[config.mk]
export PLATFORM = sky130hd
export DESIGN_NAME = byte_link_upload_loader_core
export DESIGN_NICKNAME = d
export VERILOG_FILES = /design/src/hw/rtl/blul_pkg.sv /design/src/hw/rtl/blul_step.sv /design/src/hw/rtl/blul_out_queue.sv /design/src/hw/rtl/byte_link_upload_loader_core.sv
export SDC_FILE = /design/constraint.sdc
export NUM_CORES = 1
export LEC_CHECK = 0
export ABC_AREA = 1
export BUFFER_PORTS_ARGS = -buffer_cell sky130_fd_sc_hd__clkbuf_2
export CAP_MARGIN = 0
export CORE_AREA = 2 2 162 164
export DETAILED_ROUTE_END_ITERATION = 8
export DIE_AREA = 0 0 164 166
export PLACE_DENSITY = 0.8
export SLEW_MARGIN = 20
export SYNTH_ARGS = -nofsm -noshare
export SYNTH_HDL_FRONTEND = slang
export SYNTH_HIERARCHICAL = 1
export SYNTH_SLANG_ARGS = --single-unit
[constraint.sdc]
create_clock -name i_clk -period 6.4 [get_ports i_clk]
set_clock_uncertainty 0.2 [all_clocks]
set_input_delay 0.32 -clock i_clk [delete_from_list [all_inputs] [get_ports i_clk]]
set_output_delay 0.32 -clock i_clk [all_outputs]
set_load 0.02 [all_outputs]
[src/hw/rtl/blul_pkg.sv]
`default_nettype none

package blul_pkg;

    // link characters
    localparam logic [7:0] CH_W = 8'h57;
    localparam logic [7:0] CH_R = 8'h52;
    localparam logic [7:0] CH_B = 8'h42;
    localparam logic [7:0] CH_U = 8'h55;
    localparam logic [7:0] CH_X = 8'h58;

    // two-byte replies
    localparam logic [15:0] REPLY_OK = 16'h4F4B;
    localparam logic [15:0] REPLY_BC = 16'h4243;
    localparam logic [15:0] REPLY_BX = 16'h4258;

    // session status codes
    localparam logic [1:0] STATUS_OK      = 2'd0;
    localparam logic [1:0] STATUS_BAD_SUM = 2'd1;
    localparam logic [1:0] STATUS_BAD_CMD = 2'd2;

    // session phase, unused codes behave as idle
    typedef enum logic [3:0] {
        PH_IDLE   = 4'd0,
        PH_WAITB  = 4'd1,
        PH_CMD    = 4'd2,
        PH_ADDR   = 4'd3,
        PH_LEN    = 4'd4,
        PH_DATA   = 4'd5,
        PH_CSUM   = 4'd6,
        PH_REPLY  = 4'd7,
        PH_REPLY2 = 4'd8
    } t_phase;

    // one reply item
    typedef struct packed {
        logic [7:0]  tx_byte;
        logic        mem_write;
        logic [31:0] write_address;
        logic [7:0]  write_data;
        logic        exec_request;
        logic [31:0] exec_vector_address;
        logic        session_end;
        logic [1:0]  session_status;
    } t_result;

endpackage

`default_nettype wire

[src/hw/rtl/blul_step.sv]
`default_nettype none

module blul_step (
    input  wire logic              i_clk,
    input  wire logic              i_rst_n,
    input  wire logic              i_take,
    input  wire logic [7:0]        i_rx_byte,
    output blul_pkg::t_result      o_res,
    output logic                   o_res_valid
);
    import blul_pkg::*;

    t_phase      r_phase, n_phase;
    logic        r_execute_flag, n_execute_flag;
    logic [1:0]  r_byte_counter, n_byte_counter;
    logic [31:0] r_load_address, n_load_address;
    logic [31:0] r_bytes_remaining, n_bytes_remaining;
    logic [31:0] r_write_pointer, n_write_pointer;
    logic [15:0] r_running_sum, n_running_sum;
    logic [15:0] r_received_sum, n_received_sum;
    logic [15:0] r_reply_word, n_reply_word;

    logic [31:0] length_next;
    logic [31:0] remaining_dec;
    logic [15:0] sum_next;

    assign length_next   = {r_bytes_remaining[23:0], i_rx_byte};
    assign remaining_dec = r_bytes_remaining - 32'd1;
    assign sum_next      = {r_received_sum[7:0], i_rx_byte};

    // state register
    always_ff @(posedge i_clk) begin
        if (!i_rst_n) begin
            r_phase           <= PH_IDLE;
            r_execute_flag    <= 1'b0;
            r_byte_counter    <= 2'd0;
            r_load_address    <= 32'd0;
            r_bytes_remaining <= 32'd0;
            r_write_pointer   <= 32'd0;
            r_running_sum     <= 16'd0;
            r_received_sum    <= 16'd0;
            r_reply_word      <= 16'd0;
        end else if (i_take) begin
            r_phase           <= n_phase;
            r_execute_flag    <= n_execute_flag;
            r_byte_counter    <= n_byte_counter;
            r_load_address    <= n_load_address;
            r_bytes_remaining <= n_bytes_remaining;
            r_write_pointer   <= n_write_pointer;
            r_running_sum     <= n_running_sum;
            r_received_sum    <= n_received_sum;
            r_reply_word      <= n_reply_word;
        end
    end

    // next state and reply for one received byte
    always_comb begin
        n_phase           = r_phase;
        n_execute_flag    = r_execute_flag;
        n_byte_counter    = r_byte_counter;
        n_load_address    = r_load_address;
        n_bytes_remaining = r_bytes_remaining;
        n_write_pointer   = r_write_pointer;
        n_running_sum     = r_running_sum;
        n_received_sum    = r_received_sum;
        n_reply_word      = r_reply_word;
        o_res             = '0;
        o_res.tx_byte     = i_rx_byte;
        o_res_valid       = 1'b1;

        unique case (r_phase)
            PH_WAITB: begin
                o_res.tx_byte = CH_W;
                if (i_rx_byte == CH_B) begin
                    n_phase = PH_CMD;
                end
            end
            PH_CMD: begin
                n_running_sum  = 16'd0;
                n_byte_counter = 2'd0;
                n_execute_flag = (i_rx_byte == CH_X);
                if (i_rx_byte == CH_U || i_rx_byte == CH_X) begin
                    n_phase = PH_ADDR;
                end else begin
                    n_reply_word = REPLY_BX;
                    n_phase      = PH_REPLY;
                end
            end
            PH_ADDR: begin
                n_load_address = {r_load_address[23:0], i_rx_byte};
                if (r_byte_counter == 2'd3) begin
                    n_byte_counter = 2'd0;
                    n_phase        = PH_LEN;
                end else begin
                    n_byte_counter = r_byte_counter + 2'd1;
                end
            end
            PH_LEN: begin
                n_bytes_remaining = length_next;
                if (r_byte_counter == 2'd3) begin
                    n_byte_counter  = 2'd0;
                    n_write_pointer = r_load_address;
                    n_phase         = (length_next == 32'd0) ? PH_CSUM : PH_DATA;
                end else begin
                    n_byte_counter = r_byte_counter + 2'd1;
                end
            end
            PH_DATA: begin
                o_res.mem_write     = 1'b1;
                o_res.write_address = r_write_pointer;
                o_res.write_data    = i_rx_byte;
                n_write_pointer     = r_write_pointer + 32'd1;
                n_running_sum       = r_running_sum + {8'd0, i_rx_byte};
                n_bytes_remaining   = remaining_dec;
                if (remaining_dec == 32'd0) begin
                    n_byte_counter = 2'd0;
                    n_phase        = PH_CSUM;
                end
            end
            PH_CSUM: begin
                n_received_sum = sum_next;
                if (r_byte_counter == 2'd1) begin
                    n_byte_counter = 2'd0;
                    n_reply_word   = (sum_next == r_running_sum) ? REPLY_OK : REPLY_BC;
                    n_phase        = PH_REPLY;
                end else begin
                    n_byte_counter = 2'd1;
                end
            end
            PH_REPLY, PH_REPLY2: begin
                if (r_byte_counter == 2'd0) begin
                    o_res.tx_byte  = r_reply_word[15:8];
                    n_byte_counter = 2'd1;
                end else begin
                    o_res.tx_byte  = r_reply_word[7:0];
                    n_byte_counter = 2'd0;
                    if (r_phase == PH_REPLY && r_reply_word == REPLY_OK && r_execute_flag) begin
                        o_res.exec_request        = 1'b1;
                        o_res.exec_vector_address = r_load_address;
                        n_phase                   = PH_REPLY2;
                    end else begin
                        o_res.session_end = 1'b1;
                        if (r_reply_word == REPLY_OK) begin
                            o_res.session_status = STATUS_OK;
                        end else if (r_reply_word == REPLY_BC) begin
                            o_res.session_status = STATUS_BAD_SUM;
                        end else begin
                            o_res.session_status = STATUS_BAD_CMD;
                        end
                        n_phase = PH_IDLE;
                    end
                end
            end
            default: begin
                // idle: only a 'W' opens a session
                n_phase = PH_IDLE;
                if (i_rx_byte == CH_W) begin
                    o_res.tx_byte = CH_R;
                    n_phase       = PH_WAITB;
                end else begin
                    o_res_valid = 1'b0;
                end
            end
        endcase
    end

`ifndef NO_ASSERTIONS
    // execute request leads to the second reply
    a_exec_to_reply2: assert property (@(posedge i_clk) disable iff (!i_rst_n)
        i_take && o_res.exec_request |=> r_phase == PH_REPLY2)
        else $error("exec request did not enter second reply");

    // session end returns to idle with a clean counter
    a_end_to_idle: assert property (@(posedge i_clk) disable iff (!i_rst_n)
        i_take && o_res.session_end |=> r_phase == PH_IDLE && r_byte_counter == 2'd0)
        else $error("session end did not return to idle");

    // a payload write always has bytes left to count
    a_write_has_count: assert property (@(posedge i_clk) disable iff (!i_rst_n)
        i_take && o_res.mem_write |-> r_bytes_remaining != 32'd0)
        else $error("payload write with zero bytes remaining");

    // write pointer steps by one per payload byte
    a_pointer_step: assert property (@(posedge i_clk) disable iff (!i_rst_n)
        i_take && r_phase == PH_DATA |=> r_write_pointer == $past(r_write_pointer) + 32'd1)
        else $error("write pointer did not advance");
`endif

endmodule

`default_nettype wire

[src/hw/rtl/blul_out_queue.sv]
`default_nettype none

module blul_out_queue (
    input  wire logic              i_clk,
    input  wire logic              i_rst_n,
    input  wire logic              i_push,
    input  wire blul_pkg::t_result i_data,
    output logic                   o_full,
    output logic                   o_valid,
    input  wire logic              i_stall,
    output blul_pkg::t_result      o_data
);
    import blul_pkg::*;

    t_result    r_slot [2];
    logic       r_wr_ptr, n_wr_ptr;
    logic       r_rd_ptr, n_rd_ptr;
    logic [1:0] r_count, n_count;
    logic       pop;

    assign o_valid = (r_count != 2'd0);
    assign o_full  = (r_count == 2'd2);
    assign o_data  = r_slot[r_rd_ptr];
    assign pop     = o_valid && !i_stall;

    // pointer and count update
    always_comb begin
        n_wr_ptr = i_push ? ~r_wr_ptr : r_wr_ptr;
        n_rd_ptr = pop ? ~r_rd_ptr : r_rd_ptr;
        n_count  = r_count;
        if (i_push && !pop) begin
            n_count = r_count + 2'd1;
        end else if (pop && !i_push) begin
            n_count = r_count - 2'd1;
        end
    end

    always_ff @(posedge i_clk) begin
        if (!i_rst_n) begin
            r_wr_ptr <= 1'b0;
            r_rd_ptr <= 1'b0;
            r_count  <= 2'd0;
        end else begin
            r_wr_ptr <= n_wr_ptr;
            r_rd_ptr <= n_rd_ptr;
            r_count  <= n_count;
        end
    end

    // result storage
    always_ff @(posedge i_clk) begin
        if (i_push) begin
            r_slot[r_wr_ptr] <= i_data;
        end
    end

`ifndef NO_ASSERTIONS
    // never push into a full queue
    a_no_overflow: assert property (@(posedge i_clk) disable iff (!i_rst_n)
        o_full |-> !i_push)
        else $error("push into full result queue");

    // count stays within the two slots
    a_count_range: assert property (@(posedge i_clk) disable iff (!i_rst_n)
        r_count != 2'd3)
        else $error("result queue count out of range");

    // pointers differ exactly when one slot is held
    a_ptr_count: assert property (@(posedge i_clk) disable iff (!i_rst_n)
        (r_wr_ptr != r_rd_ptr) == (r_count == 2'd1))
        else $error("queue pointers disagree with count");
`endif

endmodule

`default_nettype wire

[src/hw/rtl/byte_link_upload_loader_core.sv]
// Byte-link upload loader. Each received link byte on the rx channel yields
// at most one reply byte on the tx channel, together with a memory write
// strobe, address and data for payload bytes, an execute request with the
// vector address, and an end-of-session flag with status. A byte is taken
// every cycle while rx is not stalled; the combinational next-state logic
// between the rx input register and a two-entry result queue sets that rate.
// A reply passes from the input register through the result queue to tx,
// where a tx stall can hold it. Idle bytes other than 'W' give no reply. rx
// stalls only while the input register holds a byte and the result queue is
// full.
`default_nettype none

module byte_link_upload_loader_core (
    input  wire logic        i_clk,
    input  wire logic        i_rst_n,
    input  wire logic        i_rx_valid,
    output logic             o_rx_stall,
    input  wire logic [7:0]  i_rx_byte,
    output logic             o_tx_valid,
    input  wire logic        i_tx_stall,
    output logic [7:0]       o_tx_byte,
    output logic             o_mem_write,
    output logic [31:0]      o_write_address,
    output logic [7:0]       o_write_data,
    output logic             o_exec_request,
    output logic [31:0]      o_exec_vector_address,
    output logic             o_session_end,
    output logic [1:0]       o_session_status
);
    import blul_pkg::*;

    logic       r_in_valid, n_in_valid;
    logic [7:0] r_in_byte;
    logic       accept;
    logic       take;
    logic       q_full;
    t_result    step_res;
    logic       step_res_valid;
    t_result    q_data;

    assign accept     = i_rx_valid && !o_rx_stall;
    assign take       = r_in_valid && !q_full;
    assign o_rx_stall = r_in_valid && q_full;

    // input register
    always_comb begin
        n_in_valid = r_in_valid;
        if (accept) begin
            n_in_valid = 1'b1;
        end else if (take) begin
            n_in_valid = 1'b0;
        end
    end

    always_ff @(posedge i_clk) begin
        if (!i_rst_n) begin
            r_in_valid <= 1'b0;
        end else begin
            r_in_valid <= n_in_valid;
        end
    end

    always_ff @(posedge i_clk) begin
        if (accept) begin
            r_in_byte <= i_rx_byte;
        end
    end

    // session sequencer
    blul_step u_step (
        .i_clk       (i_clk),
        .i_rst_n     (i_rst_n),
        .i_take      (take),
        .i_rx_byte   (r_in_byte),
        .o_res       (step_res),
        .o_res_valid (step_res_valid)
    );

    // reply queue
    blul_out_queue u_queue (
        .i_clk   (i_clk),
        .i_rst_n (i_rst_n),
        .i_push  (take && step_res_valid),
        .i_data  (step_res),
        .o_full  (q_full),
        .o_valid (o_tx_valid),
        .i_stall (i_tx_stall),
        .o_data  (q_data)
    );

    assign o_tx_byte             = q_data.tx_byte;
    assign o_mem_write           = q_data.mem_write;
    assign o_write_address       = q_data.write_address;
    assign o_write_data          = q_data.write_data;
    assign o_exec_request        = q_data.exec_request;
    assign o_exec_vector_address = q_data.exec_vector_address;
    assign o_session_end         = q_data.session_end;
    assign o_session_status      = q_data.session_status;

endmodule

`default_nettype wire
==> summary.txt, run 1 <==
Status -> finished clean
Filler instances -> 2036
Main synth FF type -> edfxtp_1
Clock tree root driver cell -> clkbuf_16
Grt ovf -> 0
Mapped cell area -> 15000 um^2
Commonest non-fill, non-tap cell in the layout -> nand2_1
Final ANT Viol Nets -> 0
CTS HTree Levels -> 2
HP Start -> i_tx_stall
IO Pins -> 99
R2R Path Start -> u_step/r_phase[0]
First-pass GRT wire length -> 57.9 mm
Mapped Nets -> 1686
GPL Wtd Cong -> 0.922
Gr usage total -> 0.264
Post-DR wirelength/cell -> 17.3 um
Antenna Cells -> 0
Most frequent cells in the layout -> nand2_1 (262), nor2_1 (216), inv_1 (182), edfxtp_1 (178), a21oi_1 (144)
RSZ-0062 raised after global routing -> no
YS warnings -> 6
Met1 wire length -> 14.8 mm
DR pass1 iterations -> 6
Peak VDD IR -> 0.207 mV
Post-route DRC -> 0
Worst-path clk slew -> 0.06 ns
Post-DP HPWL -> 24.3 mm
Crit-path max FO -> 90
Cell area after layout -> 17000 um^2
Flip-flop and latch area -> 8110 um^2
#FFs+latches synth -> 316
Final setup TNS -> 0 ns
Distinct cells, synth -> 55
P&R area growth vs syn -> 13.1%
Achievable frequency -> 249 MHz
Final #Nets -> 1775
DRT iter0 DRCs -> 1082
Worst rel slew slack -> 0.277
Synth Area per Inst -> 9.05 um^2
Placed inst area -> 15700 um^2
Syn Inst Count -> 1658
Slew @ Worst Pin -> 1.08 ns
Initial core utilization -> 0.586
Tcrit/Tclk final -> 0.628
Total of max-cap violations -> 0
Power Density -> 336 nW/um^2
DR WL met2 -> 17.8 mm
Final Max Slew Viols -> 0
Multi-input logic area -> 5880 um^2
Proportion of layout cells with a drive suffix above 1 -> 0.151
Leakage -> 6.30 nW
Setup Crit Path Kind -> register to register
Worst Path Arrival -> 4.28 ns
Req. time, crit path -> 6.66 ns
Met3 WL post-DR -> 2.54 mm
Clock Path Buffers -> 3
Seq/Total Area, Yosys -> 0.540
Post-synth ARST share -> 0
Worst-path cell chain -> inv_2, nor2_4, clkinv_2, buf_4, nor2_1, a22oi_1, o311ai_1, o211ai_1, inv_1
Die Height -> 166 um
Worst setup path startpoint -> u_step/r_phase[0]
Post-Route WL -> 36.5 mm
Vias -> 12200
# setup viols final -> 0
CP startpoint kind -> register
PortBufs -> 98
HP Class -> input port to register
Post-synth EDFFs -> 178
Clk Latency, worst-skew pair -> 0.52 ns
Area of the core -> 25600 um^2
CTS tree -> done
Post-CTS Repair Setup Buffers -> 0
CP Capture Type -> register
CP max stage delay -> 0.82 ns
Die width -> 164 um
Cts bufs inserted -> 34
Die area -> 27200 um^2
Final Hold Viols -> 0
CP max stage cell -> nor2_4
Top Metal Used -> met4
Site row count -> 59
Clk sinks -> 316
Initial antenna violation count -> 0
Pin count of the biggest net entering global routing -> 91
Tmin final -> 4.02 ns
Number of global-route vias before repair -> 11700
Vias per Instance -> 5.77
==> layer usage <==
| metal | GRT usage | up-vias |
|---|---|---|
| li1 | - | 5807 |
| met1 | 0.337 | 5763 |
| met5 | 0 | - |
| met3 | 0.0455 | 91 |
| met4 | 0.104 | 0 |
| met2 | 0.446 | 498 |
==> path summary, 6_finish.rpt <==
kind | end | cells past startpoint | slack (ns)
max reg2reg | u_step/r_write_pointer[14] | 9 | 2.38
min reg2reg | u_step/r_running_sum[5] | 2 | 0.27
max | u_step/r_write_pointer[14] | 9 | 2.38
min | register | 4 | 0.03
==> synth_stat cells, drive strengths merged (22+ instances only) <==
master,count,area [um^2]
a21oi,146,738
clkbuf,42,159
dfxtp,138,2760
edfxtp,178,5350
inv,197,739
mux2,85,957
nand2,277,1100
nand3,55,293
nand4,22,144
nor2,242,1010
nor3,26,145
o21ai,140,704
==> registers in the layout, summed over array words and instances (netlist names), named ones only <==
signal,flops
u_step/r_write_pointer,32
u_step/r_received_sum,8
u_queue/r_count,2
u_queue/r_wr_ptr,1
u_queue/r_slot,170
u_step/r_bytes_remaining,32
u_step/r_byte_counter,2
u_step/r_reply_word,5
u_step/r_phase,4
u_step/r_load_address,32
r_in_valid,1
u_queue/r_rd_ptr,1
u_step/r_execute_flag,1
u_step/r_running_sum,16
r_in_byte,8
==> through the flow <==
stage / cells / worst slack (ns) / power [mW] / hold WS, ns / util
3_5_place_dp: 2037 / 2.59 / 3.70 / 0.267 / 0.613
5_1_grt: 2108 / 2.25 / 5.94 / 0.0543 / 0.662
3_3_place_gp: 2037 / 2.78 / 3.67 / 0.259 / 0.613
2_1_floorplan: 1658 / 0.724 / 3.34 / 0.219 / -
4_1_cts: 2108 / 2.55 / 5.74 / 0.0134 / 0.662
6_report: 2108 / 2.38 / 5.70 / 0.0293 / 0.662
==> critical path, delay by kind of cell (launching register included) <==
kind / cells / cell delay, ns
flip-flops: 1 / 0.45
AO/OA/AOI/OAI: 3 / 0.41
buffers and inverters: 4 / 1.60
AND/OR/NAND/NOR: 2 / 1.21
==> kinds of logic (layout without fill, tap and decap cells) <==
| kind of cell | count (synthesis) | in the layout | share of synthesized area |
|---|---|---|---|
| XOR/XNOR | 7 | 7 | 0.00409 |
| adder cells (fa/ha/maj) | 16 | 16 | 0.0138 |
| AND/OR/NAND/NOR | 636 | 636 | 0.186 |
| multiplexers | 85 | 85 | 0.0638 |
| flip-flops | 316 | 316 | 0.540 |
| AO/OA/AOI/OAI | 339 | 339 | 0.124 |
| buffers and inverters | 259 | 374 | 0.0690 |
==> where the power goes <==
| part | switching, mW | internal (mW) | total [mW] |
|---|---|---|---|
| logic | 0.852 | 0.417 | 1.27 |
| clock network | 0.802 | 1.23 | 2.03 |
| registers | 0.0930 | 2.30 | 2.40 |
==> layout make-up <==
cell class | count | share of cell area
Tap cell | 335 | 0.0247
Clock inverter | 20 | 0.0133
Multi-Input combinational cell | 1083 | 0.346
Timing Repair Buffer | 115 | 0.0378
Sequential cell | 316 | 0.478
Clock buffer | 42 | 0.0562
Inverter | 197 | 0.0437
==> timing repair <==
action | 4_1_cts | 5_1_grt
gates resized for setup | 0 | 0
hold buffers | 9 | 0
setup endpoints to repair | 0 | 0
endpoints found under the hold margin | 9 | 0
(Power assumes the default switching activity.)
==> inputs of run 2 (changes only) <==
clock period = 3.8 ns   (was 6.4 ns; I/O delays follow)
==> summary.txt, run 2 (synthesis results as in run 1) <==
Initial antenna violation count -> 0 (unchanged)
Clk sinks -> 316 (unchanged)
Gr usage total -> 0.259 (was 0.264)
CP Capture Type -> register (unchanged)
Final Max Slew Viols -> 0 (unchanged)
Die width -> 164 um (unchanged)
Non-Filler Instances -> 2113 (was 2108)
CP startpoint kind -> register (unchanged)
Worst Path Arrival -> 2.90 ns (was 4.28 ns)
CTS resizes -> 0 (unchanged)
Biggest register -> u_queue/r_slot (unchanged)
Inst Count DP -> 2042 (was 2037)
Clock Path Buffers -> 3 (unchanged)
Cts bufs inserted -> 34 (unchanged)
Worst setup path startpoint -> u_step/r_phase[0] (unchanged)
Crit-path max FO -> 85 (was 90)
Util after Layout -> 0.662 (about the same)
Leakage -> 6.27 nW (was 6.30 nW)
HP Start -> i_rx_byte[1] (was i_tx_stall)
Final Hold Viols -> 0 (unchanged)
Grt ovf -> 0 (unchanged)
Worst-path cell chain -> inv_2, nor3_1, inv_1, nand2_1, inv_1, nand2_1, and3_1, inv_1, nor2_4, buf_12 (was inv_2, nor2_4, clkinv_2, buf_4, nor2_1, a22oi_1, o311ai_1, o211ai_1, inv_1)
CP max stage delay -> 0.45 ns (was 0.82 ns)
Power share of the clock group -> 0.342 (was 0.357)
Achievable frequency -> 338 MHz (was 249 MHz)
CTS HTree Levels -> 2 (unchanged)
Cell area after layout -> 17000 um^2 (about the same)
First-pass GRT wire length -> 56.9 mm (was 57.9 mm)
RSZ-0062 raised after global routing -> no (unchanged)
Slew @ Worst Pin -> 1.09 ns (was 1.08 ns)
Post-DR wirelength/cell -> 16.8 um (was 17.3 um)
Vias -> 12000 (was 12200)
Worst-path clk slew -> 0.06 ns (about the same)
HP Class -> input port to register (unchanged)
Max reg flops -> 170 (unchanged)
Total of max-cap violations -> 0 (unchanged)
Die area -> 27200 um^2 (unchanged)
Vias per Instance -> 5.69 (was 5.77)
R2R Path Start -> u_step/r_phase[0] (unchanged)
Proportion of layout cells with a drive suffix above 1 -> 0.151 (about the same)
Switching part of the total -> 0.307 (about the same)
Post-DP HPWL -> 24.2 mm (was 24.3 mm)
Clk Latency, worst-skew pair -> 0.51 ns (was 0.52 ns)
Peak VDD IR -> 0.346 mV (was 0.207 mV)
Status -> finished clean (unchanged)
Setup Crit Path Kind -> register to register (unchanged)
Area of the core -> 25600 um^2 (unchanged)
Hold buffers post-CTS -> 10 (was 9)
CTS tree -> done (unchanged)
Logic pwr share -> 0.224 (was 0.223)
Final setup margin -> 0.840 ns (was 2.38 ns)
Post-Place Worst Slack -> 0.937 ns (was 2.59 ns)
Worst rel slew slack -> 0.270 (was 0.277)
DRT iter0 DRCs -> 1172 (was 1082)
Seq pwr share -> 0.434 (was 0.421)
Tcrit/Tclk final -> 0.779 (was 0.628)
Post-Route WL -> 35.5 mm (was 36.5 mm)
NetSw -> 2.88 mW (was 1.75 mW)
Antenna Cells -> 0 (unchanged)
IO Pins -> 99 (unchanged)
PortBufs -> 98 (unchanged)
Post-CTS Repair Setup Buffers -> 0 (unchanged)
Site row count -> 59 (unchanged)
Pin count of the biggest net entering global routing -> 90 (was 91)
CP dominant cell by count -> inv_1
Commonest non-fill, non-tap cell in the layout -> nand2_1 (unchanged)
Tmin final -> 2.96 ns (was 4.02 ns)
Post-route DRC -> 0 (unchanged)
P&R area growth vs syn -> 13.0% (was 13.1%)
CP max stage cell -> dfxtp_1 (was nor2_4)
Most frequent cells in the layout -> nand2_1 (262), nor2_1 (216), inv_1 (182), edfxtp_1 (178), a21oi_1 (144) (unchanged)
DR pass1 iterations -> 5 (was 6)
Clock tree root driver cell -> clkbuf_16 (unchanged)
Final setup TNS -> 0 ns (unchanged)
Placed inst area -> 15800 um^2 (was 15700 um^2)
Req. time, crit path -> 3.74 ns (was 6.66 ns)
Final #Nets -> 1781 (was 1775)
Initial core utilization -> 0.586 (unchanged)
Number of global-route vias before repair -> 11600 (was 11700)
Final ANT Viol Nets -> 0 (unchanged)
Cell Int Power -> 6.48 mW (was 3.95 mW)
Die Height -> 166 um (unchanged)
GPL Wtd Cong -> 0.933 (was 0.922)
# setup viols final -> 0 (unchanged)
Power Density -> 552 nW/um^2 (was 336 nW/um^2)
-- run 2: cell count changes in the layout (fill, tap and decap cells not counted) --
cell           before  now
clkinvlp_4          1    7
buf_4               8   11
clkinv_2            9    6
buf_12              0    2
bufinv_16           4    2
clkinv_1            3    5
inv_6               3    1
clkbuf_1            3    4
clkbuf_16          36   35
clkinv_4            1    0
clkinv_8            1    0
dlygate4sd3_1       9   10
-- run 2: final timing paths --
| path | to | cells past startpoint | slack, ns |
|---|---|---|---|
| worst min-delay path | r_in_byte[1] | 2 | 0.20 |
| worst max-delay path | u_queue/r_slot[0][69] | 10 | 0.84 |
| worst min register to register | u_step/r_running_sum[3] | 2 | 0.27 |
| worst max register to register | u_queue/r_slot[0][69] | 10 | 0.84 |
-- run 2: cell type report --
type                       instances  area [um^2]
clock buffer                      42          932
inverter                         197          742
fill                            2058         8660
multi-input combinational       1083         5880
clock inverter                    19          160
tap                              335          419
timing repair buffer             121          713
sequential                       316         8110
-- run 2: critical path, delay by kind of cell, from the launching register on --
family / cells / cell delay (ns)
buffers and inverters: 5 / 0.91
DFF: 1 / 0.45
and+or+nand+nor: 5 / 0.92
-- run 2: stage by stage --
step / hold WS [ns] / total power, mW
floorplan: 0.0889 / 5.62
global placement: 0.167 / 6.18
detailed placement: 0.170 / 6.23
CTS: 0.186 / 9.44
global route: 0.194 / 9.78
finish: 0.201 / 9.36
-- run 2: layer usage --
| layer | share of wire | GRT usage | up-vias |
|---|---|---|---|
| met5 | 0 | 0 | - |
| met4 | 0.029 | 0.0889 | 0 |
| met3 | 0.056 | 0.0317 | 81 |
| met2 | 0.50 | 0.450 | 404 |
| met1 | 0.41 | 0.335 | 5721 |
| li1 | - | - | 5816 |
-- run 2: power groups by stage --
stage | registers [mW] | logic (mW) | clock network [mW]
5_1_grt | 4.09 | 2.30 | 3.39
4_1_cts | 4.06 | 2.11 | 3.26
6_report | 4.06 | 2.10 | 3.20
3_5_place_dp | 4.13 | 2.09 | 0
2_1_floorplan | 4.02 | 1.60 | 0
3_3_place_gp | 4.12 | 2.06 | 0
==> inputs of run 3 (changes only) <==
clock period = 3 ns   (was 3.8 ns; I/O delays follow)
==> summary.txt, run 3 (synthesis results as in run 1) <==
Util after Layout -> 0.663 (was 0.662)
Post-route DRC -> 0 (unchanged)
Proportion of layout cells with a drive suffix above 1 -> 0.160 (was 0.151)
Biggest register -> u_queue/r_slot (unchanged)
Number of global-route vias before repair -> 11500 (was 11600)
Pin count of the biggest net entering global routing -> 84 (was 90)
Setup Crit Path Kind -> register to register (unchanged)
Final #Nets -> 1788 (was 1781)
Vias per Instance -> 5.71 (was 5.69)
Post-Route WL -> 35.8 mm (was 35.5 mm)
Die area -> 27200 um^2 (unchanged)
IO Pins -> 99 (unchanged)
Worst Path Arrival -> 2.91 ns (was 2.90 ns)
Inst Count DP -> 2049 (was 2042)
GPL Wtd Cong -> 0.947 (was 0.933)
CP startpoint kind -> register (unchanged)
Most frequent cells in the layout -> nand2_1 (257), nor2_1 (215), inv_1 (178), edfxtp_1 (178), a21oi_1 (144) (was nand2_1 (262), nor2_1 (216), inv_1 (182), edfxtp_1 (178), a21oi_1 (144))
Vias -> 12100 (was 12000)
Die Height -> 166 um (unchanged)
Commonest non-fill, non-tap cell in the layout -> nand2_1 (unchanged)
Hold buffers post-CTS -> 13 (was 10)
Post-CTS Repair Setup Buffers -> 0 (unchanged)
CTS HTree Levels -> 1 (was 2)
Clock tree root driver cell -> clkbuf_16 (unchanged)
HP Class -> input port to register (unchanged)
# setup viols final -> 0 (unchanged)
Slew @ Worst Pin -> 0.666 ns (was 1.09 ns)
Clk Latency, worst-skew pair -> 0.56 ns (was 0.51 ns)
DR pass1 iterations -> 5 (unchanged)
CTS resizes -> 0 (unchanged)
Tmin final -> 2.66 ns (was 2.96 ns)
Status -> finished clean (unchanged)
Req. time, crit path -> 3.25 ns (was 3.74 ns)
Final setup margin -> 0.343 ns (was 0.840 ns)
Min Hold Slack -> 0.108 ns (was 0.201 ns)
Initial antenna violation count -> 0 (unchanged)
Gr usage total -> 0.259 (about the same)
First-pass GRT wire length -> 57.1 mm (was 56.9 mm)
Site row count -> 59 (unchanged)
Tcrit/Tclk final -> 0.886 (was 0.779)
Post-DR wirelength/cell -> 16.9 um (was 16.8 um)
Die width -> 164 um (unchanged)
RSZ-0062 raised after global routing -> no (unchanged)
P&R area growth vs syn -> 13.2% (was 13.0%)
Clock Path Buffers -> 3 (unchanged)
Non-Filler Instances -> 2120 (was 2113)
Peak VDD IR -> 0.450 mV (was 0.346 mV)
Cts bufs inserted -> 31 (was 34)
Crit-path max FO -> 48 (was 85)
Initial core utilization -> 0.586 (unchanged)
Achievable frequency -> 376 MHz (was 338 MHz)
Area of the core -> 25600 um^2 (unchanged)
Post-DP HPWL -> 24.4 mm (was 24.2 mm)
Power Density -> 675 nW/um^2 (was 552 nW/um^2)
Total of max-cap violations -> 0 (unchanged)
Leakage -> 6.30 nW (was 6.27 nW)
CP Capture Type -> register (unchanged)
Clk sinks -> 316 (unchanged)
Worst-path clk slew -> 0.06 ns (about the same)
Grt ovf -> 0 (unchanged)
Final ANT Viol Nets -> 0 (unchanged)
Final Hold Viols -> 0 (unchanged)
Filler instances -> 2028 (was 2058)
CTS tree -> done (unchanged)
Max reg flops -> 170 (unchanged)
Antenna Cells -> 0 (unchanged)
Final Max Slew Viols -> 0 (unchanged)
Worst rel slew slack -> 0.556 (was 0.270)
DRT iter0 DRCs -> 1338 (was 1172)
Post-Place Worst Slack -> 0.372 ns (was 0.937 ns)
PortBufs -> 98 (unchanged)
-- run 3: metrics by stage --
step	total power, mW	area (um^2)	TNS, ns
finish	11.5	17000	0
floorplan	7.16	15100	-21.16
CTS	11.5	17000	0
global route	12.0	17000	0
global placement	7.90	15900	0
detailed placement	7.95	15900	0
-- run 3: path summary, 6_finish.rpt --
kind / from / endpoint / slack, ns / cells after the start
min: i_rx_byte[3] / r_in_byte[3] / 0.11 / 2
max reg2reg: u_queue/r_count[1] / u_step/r_write_pointer[7] / 0.34 / 10
max: u_queue/r_count[1] / u_step/r_write_pointer[7] / 0.34 / 10
min reg2reg: u_step/r_running_sum[6] / u_step/r_running_sum[6] / 0.27 / 2
-- run 3: worst max-delay path: stages, from the launching register on --
cell and delay [ns]:
dfxtp_1 0.31, inv_1 0.10, nor2_1 0.09, nor2_1 0.24, inv_1 0.18, nor2_1 0.22, inv_2 0.19, a21oi_2 0.20
buf_12 0.23, inv_2 0.21, a221oi_1 0.35
-- run 3: routing by layer --
layer,routed length (um),up-vias,track usage
met5,0,-,0
met4,1070,0,0.0873
met3,2170,90,0.0317
met2,17700,438,0.443
met1,14800,5735,0.342
li1,-,5851,-
-- run 3: layout make-up --
| type | count | area, um^2 | area share |
|---|---|---|---|
| sequential | 316 | 8120 | 0.478 |
| multi-input combinational | 1083 | 5920 | 0.348 |
| timing repair buffer | 131 | 858 | 0.0505 |
| clock buffer | 43 | 841 | 0.0495 |
| inverter | 197 | 747 | 0.0440 |
| tap | 335 | 419 | 0.0247 |
| clock inverter | 15 | 88.8 | 0.00523 |
-- run 3: report_power, final --
part           leakage, nW  switching (mW)  internal [mW]
sequential            2.77           0.216           4.91
combinational         3.08            1.80          0.955
clock                0.458            1.62           1.96
total                 6.30            3.64           7.83
